===== src/hsrt_pkg.sv =====
// Shared constants and types of the hashed search result table.
package hsrt_pkg;

    localparam int INDEX_BITS = 10;
    localparam int GEN_BITS   = 8;
    localparam int SLOT_COUNT = 1 << INDEX_BITS;

    localparam logic [GEN_BITS-1:0] GEN_ONE   = GEN_BITS'(1);
    localparam logic [GEN_BITS-1:0] AGE_LIMIT = GEN_BITS'(4);

    localparam logic [1:0] MODE_STORE      = 2'd0;
    localparam logic [1:0] MODE_PROBE      = 2'd1;
    localparam logic [1:0] MODE_NEW_SEARCH = 2'd2;

    typedef logic [INDEX_BITS-1:0] index_t;
    typedef logic [GEN_BITS-1:0]   gen_t;

    typedef struct packed {
        logic [1:0]         mode;
        logic [63:0]        key;
        logic [7:0]         depth;
        logic signed [15:0] score;
        logic [1:0]         bound;
        logic [15:0]        move;
    } item_t;

    typedef struct packed {
        logic [63:0]        key;
        logic [7:0]         depth;
        logic signed [15:0] score;
        logic [1:0]         bound;
        logic [15:0]        move;
        gen_t               gen;
    } slot_t;

    typedef struct packed {
        logic               hit;
        logic [7:0]         depth;
        logic signed [15:0] score;
        logic [1:0]         bound;
        logic [15:0]        move;
    } result_t;

    typedef enum logic [1:0] {
        ST_CLEAR = 2'b01,
        ST_RUN   = 2'b10
    } state_t;

endpackage


===== src/hsrt_slot_logic.sv =====
// Replacement and hit decision for one slot access.
module hsrt_slot_logic (
    input  hsrt_pkg::item_t   item,
    input  hsrt_pkg::slot_t   cur,
    input  hsrt_pkg::gen_t    gen,
    output hsrt_pkg::slot_t   new_slot,
    output logic              write_en,
    output hsrt_pkg::result_t result
);

    hsrt_pkg::gen_t age;
    logic           key_match;

    assign age       = gen - cur.gen;
    assign key_match = (cur.key == item.key);

    always_comb begin
        new_slot.key   = item.key;
        new_slot.depth = item.depth;
        new_slot.score = item.score;
        new_slot.bound = item.bound;
        new_slot.move  = item.move;
        new_slot.gen   = gen;
        write_en       = 1'b0;
        result         = '0;
        case (item.mode)
            hsrt_pkg::MODE_STORE: begin
                write_en = !key_match || (age >= hsrt_pkg::AGE_LIMIT) ||
                           (cur.depth <= item.depth);
            end
            hsrt_pkg::MODE_PROBE: begin
                if (key_match && (age <= hsrt_pkg::AGE_LIMIT) && (cur.depth >= item.depth)) begin
                    result.hit   = 1'b1;
                    result.depth = cur.depth;
                    result.score = cur.score;
                    result.bound = cur.bound;
                    result.move  = cur.move;
                end
            end
            default: begin
                write_en = 1'b0;
            end
        endcase
    end

endmodule


===== config.mk =====
export PLATFORM = sky130hd
export DESIGN_NAME = hsrt_slot_logic
export DESIGN_NICKNAME = d
export VERILOG_FILES = /design/src/hsrt_pkg.sv /design/src/hsrt_slot_logic.sv
export SDC_FILE = /design/constraint.sdc
export NUM_CORES = 1
export LEC_CHECK = 0
export BUFFER_PORTS_ARGS = -buffer_cell sky130_fd_sc_hd__buf_2
export CAP_MARGIN = 30
export CORE_AREA = 2 2 150 152
export DETAILED_ROUTE_END_ITERATION = 6
export DIE_AREA = 0 0 152 154
export PLACE_DENSITY_LB_ADDON = 0.3
export SYNTH_ARGS = -nofsm -noshare
export SYNTH_HDL_FRONTEND = slang
export SYNTH_SLANG_ARGS = --single-unit

===== constraint.sdc =====
create_clock -name vclk -period 6.15
set_input_delay 0 -clock vclk [all_inputs]
set_output_delay 0 -clock vclk [all_outputs]
set_load 0.01 [all_outputs]

Word-level counts from Yosys, hierarchy flattened. Cells that the tools add are included.

Bits in registers: 0. Output and inout bits: 158. Input port bits: 230. Word-level logic and storage cells: 16.

Add/sub/neg operators: 1. Equal/unequal tests: 2. Reduce and logical (&&, ||, !) cells: 6. $lt $le $gt $ge: 4. Muxes and demuxes: 3.

Operator list (count): 43-bit 2-to-1 mux (2); 64-bit == test (1); 8-bit by 3-bit >= comparator with 1-bit output, second input constant (1); 8-bit >= comparator (1); 8-bit by 3-bit less-or-equal comparator with 1-bit output, second input constant (1); 8-bit less-or-equal comparator (1); 8-bit subtractor (1); 2-bit by 1-bit == test with 1-bit output, second input constant (1); 1-bit logical AND (2); 2-bit zero test (1); 1-bit logical OR (2); 1-bit zero test (1); 1-bit 2-to-1 mux (1).

Logic depth before layout (Yosys ltp).
Depth in word-level cells: 6. Mapped depth: 9. Gate-level depth less buffers: 8.

Worst setup path after synthesis. Ideal clock, no wire load.

Path type: input to output. Start point: in cur[4] in the netlist's numbering. End point: out result[33] in the netlist's numbering. Stages on the path: 9. Slack: 3933 ps. Arrival time: 2217 ps. Required time: 6150 ps. Buffers on the path: 1. Cell sequence: inv_1 ha_1 a21o_1 a211oi_2 nand4_1 or4_4 nor4_4 buf_6 and2_1.

RTL lines: start, declared (line hsrt_slot_logic.sv:4) `input hsrt_pkg::slot_t cur,`; end, declared (line hsrt_slot_logic.sv:8) `output hsrt_pkg::result_t result`.

==> impl_metrics.json <==
{
  "ir_worst_vdd_uv": 16.4,
  "status": "completed",
  "synth_top_family_by_area": "buffers and inverters",
  "grt.overflow.total": 0,
  "hpwl_microns": 9430,
  "yosysWarnings": 0,
  "area_delta_synth_final_pct": 43.1,
  "netlist.area_leader.share": 0.348,
  "worstPathArrival_ns": 2.71,
  "seq_area_frac_synth": 0,
  "drt_wl_total_microns": 9890,
  "dp_cells": 812,
  "muxShareOfSynthArea": 0.00407,
  "start_util": 0.113,
  "viasPerCell": 3.33,
  "drt-pass1-iter-count": 4,
  "hold_viol": 0,
  "nNetsFinal": 779,
  "critPathRequiredTime_ns": 6.15,
  "synth_area_sq_mm": 0.00246,
  "ant_nets": 0,
  "synth-simple-area-share": 0.208,
  "nFillCells": 2496,
  "core_area_sq_mm": 0.0217,
  "placed_area_sq_mm": 0.00352,
  "power.density_mw_per_mm2": 59.4,
  "max_clock_freq_mhz": 369,
  "synth_fp_nets": 574,
  "track_usage": 0.0755,
  "fin_area_sq_mm": 0.00352,
  "die_y_microns": 154,
  "min_path_type": "input pin to output port",
  "cts_resized": 0,
  "min_from": "item[26]",
  "min_path_cells": 0,
  "rsz0062_at_grt": "no",
  "period_minus_slack_ns": 2.71,
  "synth_cells": 329,
  "multi_input_area_sq_mm": 0.00149,
  "whs_ns": 0.00000449,
  "worst_slew_pin_slew_ns": 0.617,
  "post_cts_buffers": 0,
  "maxSlewHeadroom": 0.585,
  "ys_top_cells_by_area": "buf_4 (35%), xor2_1 (16%), and2_1 (11%)",
  "synth_largest_area_cell": "buf_4",
  "drc": 0,
  "grt_first_pass_wirelength_microns": 14100,
  "die_w_microns": 152,
  "drv_slew": 0,
  "setup_ws_ns": 3.44,
  "most-common-layout-cells": "buf_2 (320), xor2_1 (45), and2_1 (42)",
  "nFlopsAndLatches": 0,
  "globalplace.congestion": 0.737,
  "grt_max_degree": 44,
  "grt_pass1_vias": 2622,
  "dpl_worst_slack_ns": 3.36,
  "synthXorXnorAreaFrac": 0.239,
  "final_cells": 812,
  "die_area_sq_mm": 0.0234,
  "antenna_cells": 0,
  "setup_viol": 0,
  "io_buffer_count": 320,
  "leakage_nw": 2.04,
  "synth_compound_area_frac": 0.0789,
  "rows": 54,
  "timing.hold.worst_endpoint": "new_slot[34]",
  "antenna_found_initial": 0,
  "via_count": 2705,
  "final_common_cell": "buf_2",
  "clkbuf_count": 0,
  "wire_per_inst_microns": 12.2,
  "drive_above_1_share": 0.609,
  "synthAdderAreaFrac": 0.0763,
  "io_pins": 388,
  "critPathCaptureType": "output port",
  "final.setup.tns_ns": 0,
  "synth_area_per_cell_sq_um": 7.47,
  "ys_types": 36,
  "hold_buffers": 0,
  "path_max_fanout": 43,
  "seq_area_sq_um": 0,
  "start_kind": "input pin",
  "maxCapViolations": 0,
  "drt_iter0_drc": 84,
  "crit_type": "input pin to output port",
  "min_period_over_period": 0.440
}
## stage by stage
step           power (mW)   util
6_report            0.209  0.162
3_5_place_dp        0.214  0.162
2_1_floorplan       0.148      -
5_1_grt             0.232  0.162
4_1_cts             0.215  0.162
3_3_place_gp        0.214  0.162
## where the power goes
group | internal (mW) | switching [mW] | total [mW] | leakage [nW]
clock | 0 | 0 | 0 | 0
sequential | 0 | 0 | 0 | 0
combinational | 0.105 | 0.104 | 0.209 | 2.04
## how the worst max path moves through the flow
stage | depth (start not counted) | start | to | slack [ns]
after floorplan | 9 | cur[4] | result[33] | 3.93
after global placement | 10 | gen[4] | result[41] | 3.38
after detailed placement | 11 | cur[4] | result[37] | 3.36
after CTS | 11 | cur[4] | result[37] | 3.35
after global routing | 11 | cur[4] | result[37] | 3.18
final | 11 | cur[4] | result[37] | 3.44
## layer usage
layer	vias to the layer above	track usage	wire length, microns
li1	1373	-	-
met1	1150	0.0900	3830
met2	170	0.146	5160
met3	12	0.0101	738
met4	0	0.0107	155
met5	-	0	0
## Yosys cell counts (all sizes together), types with 2 or more instances
| library cell | count |
|---|---|
| buf | 118 |
| ha | 15 |
| nor4 | 12 |
| nor3 | 3 |
| nor2b | 3 |
| inv | 18 |
| a21o | 3 |
| o21a | 2 |
| nand2 | 6 |
| and2 | 42 |
| xnor2 | 22 |
| a211oi | 5 |
| nand3 | 3 |
| nor2 | 5 |
| a21oi | 2 |
| nand4 | 7 |
| o21ai | 4 |
| xor2 | 45 |
## kinds of logic after synthesis
kind of cell | count (synthesis)
xor gates and xnor gates | 67
and+or+nand+nor | 84
AOI/OAI and AO/OA | 26
muxes | 1
adders and majority gates | 15
buffers and inverters | 136
## critical path, cell delays in order
cell,delay (ns)
buf_2,0.08
inv_1,0.04
ha_1,0.39
a21o_1,0.25
a211oi_2,0.23
nand4_1,0.19
or4_4,0.61
nor4_4,0.27
buf_4,0.33
and2_1,0.19
buf_2,0.13
## cell type report
cell class                      instances  share of cell area
Timing Repair Buffer                  321               0.457
Multi-Input combinational cell        193               0.424
Inverter                               18              0.0192
Tap cell                              280              0.0996
No activity file was read; power rests on OpenSTA's default activity.
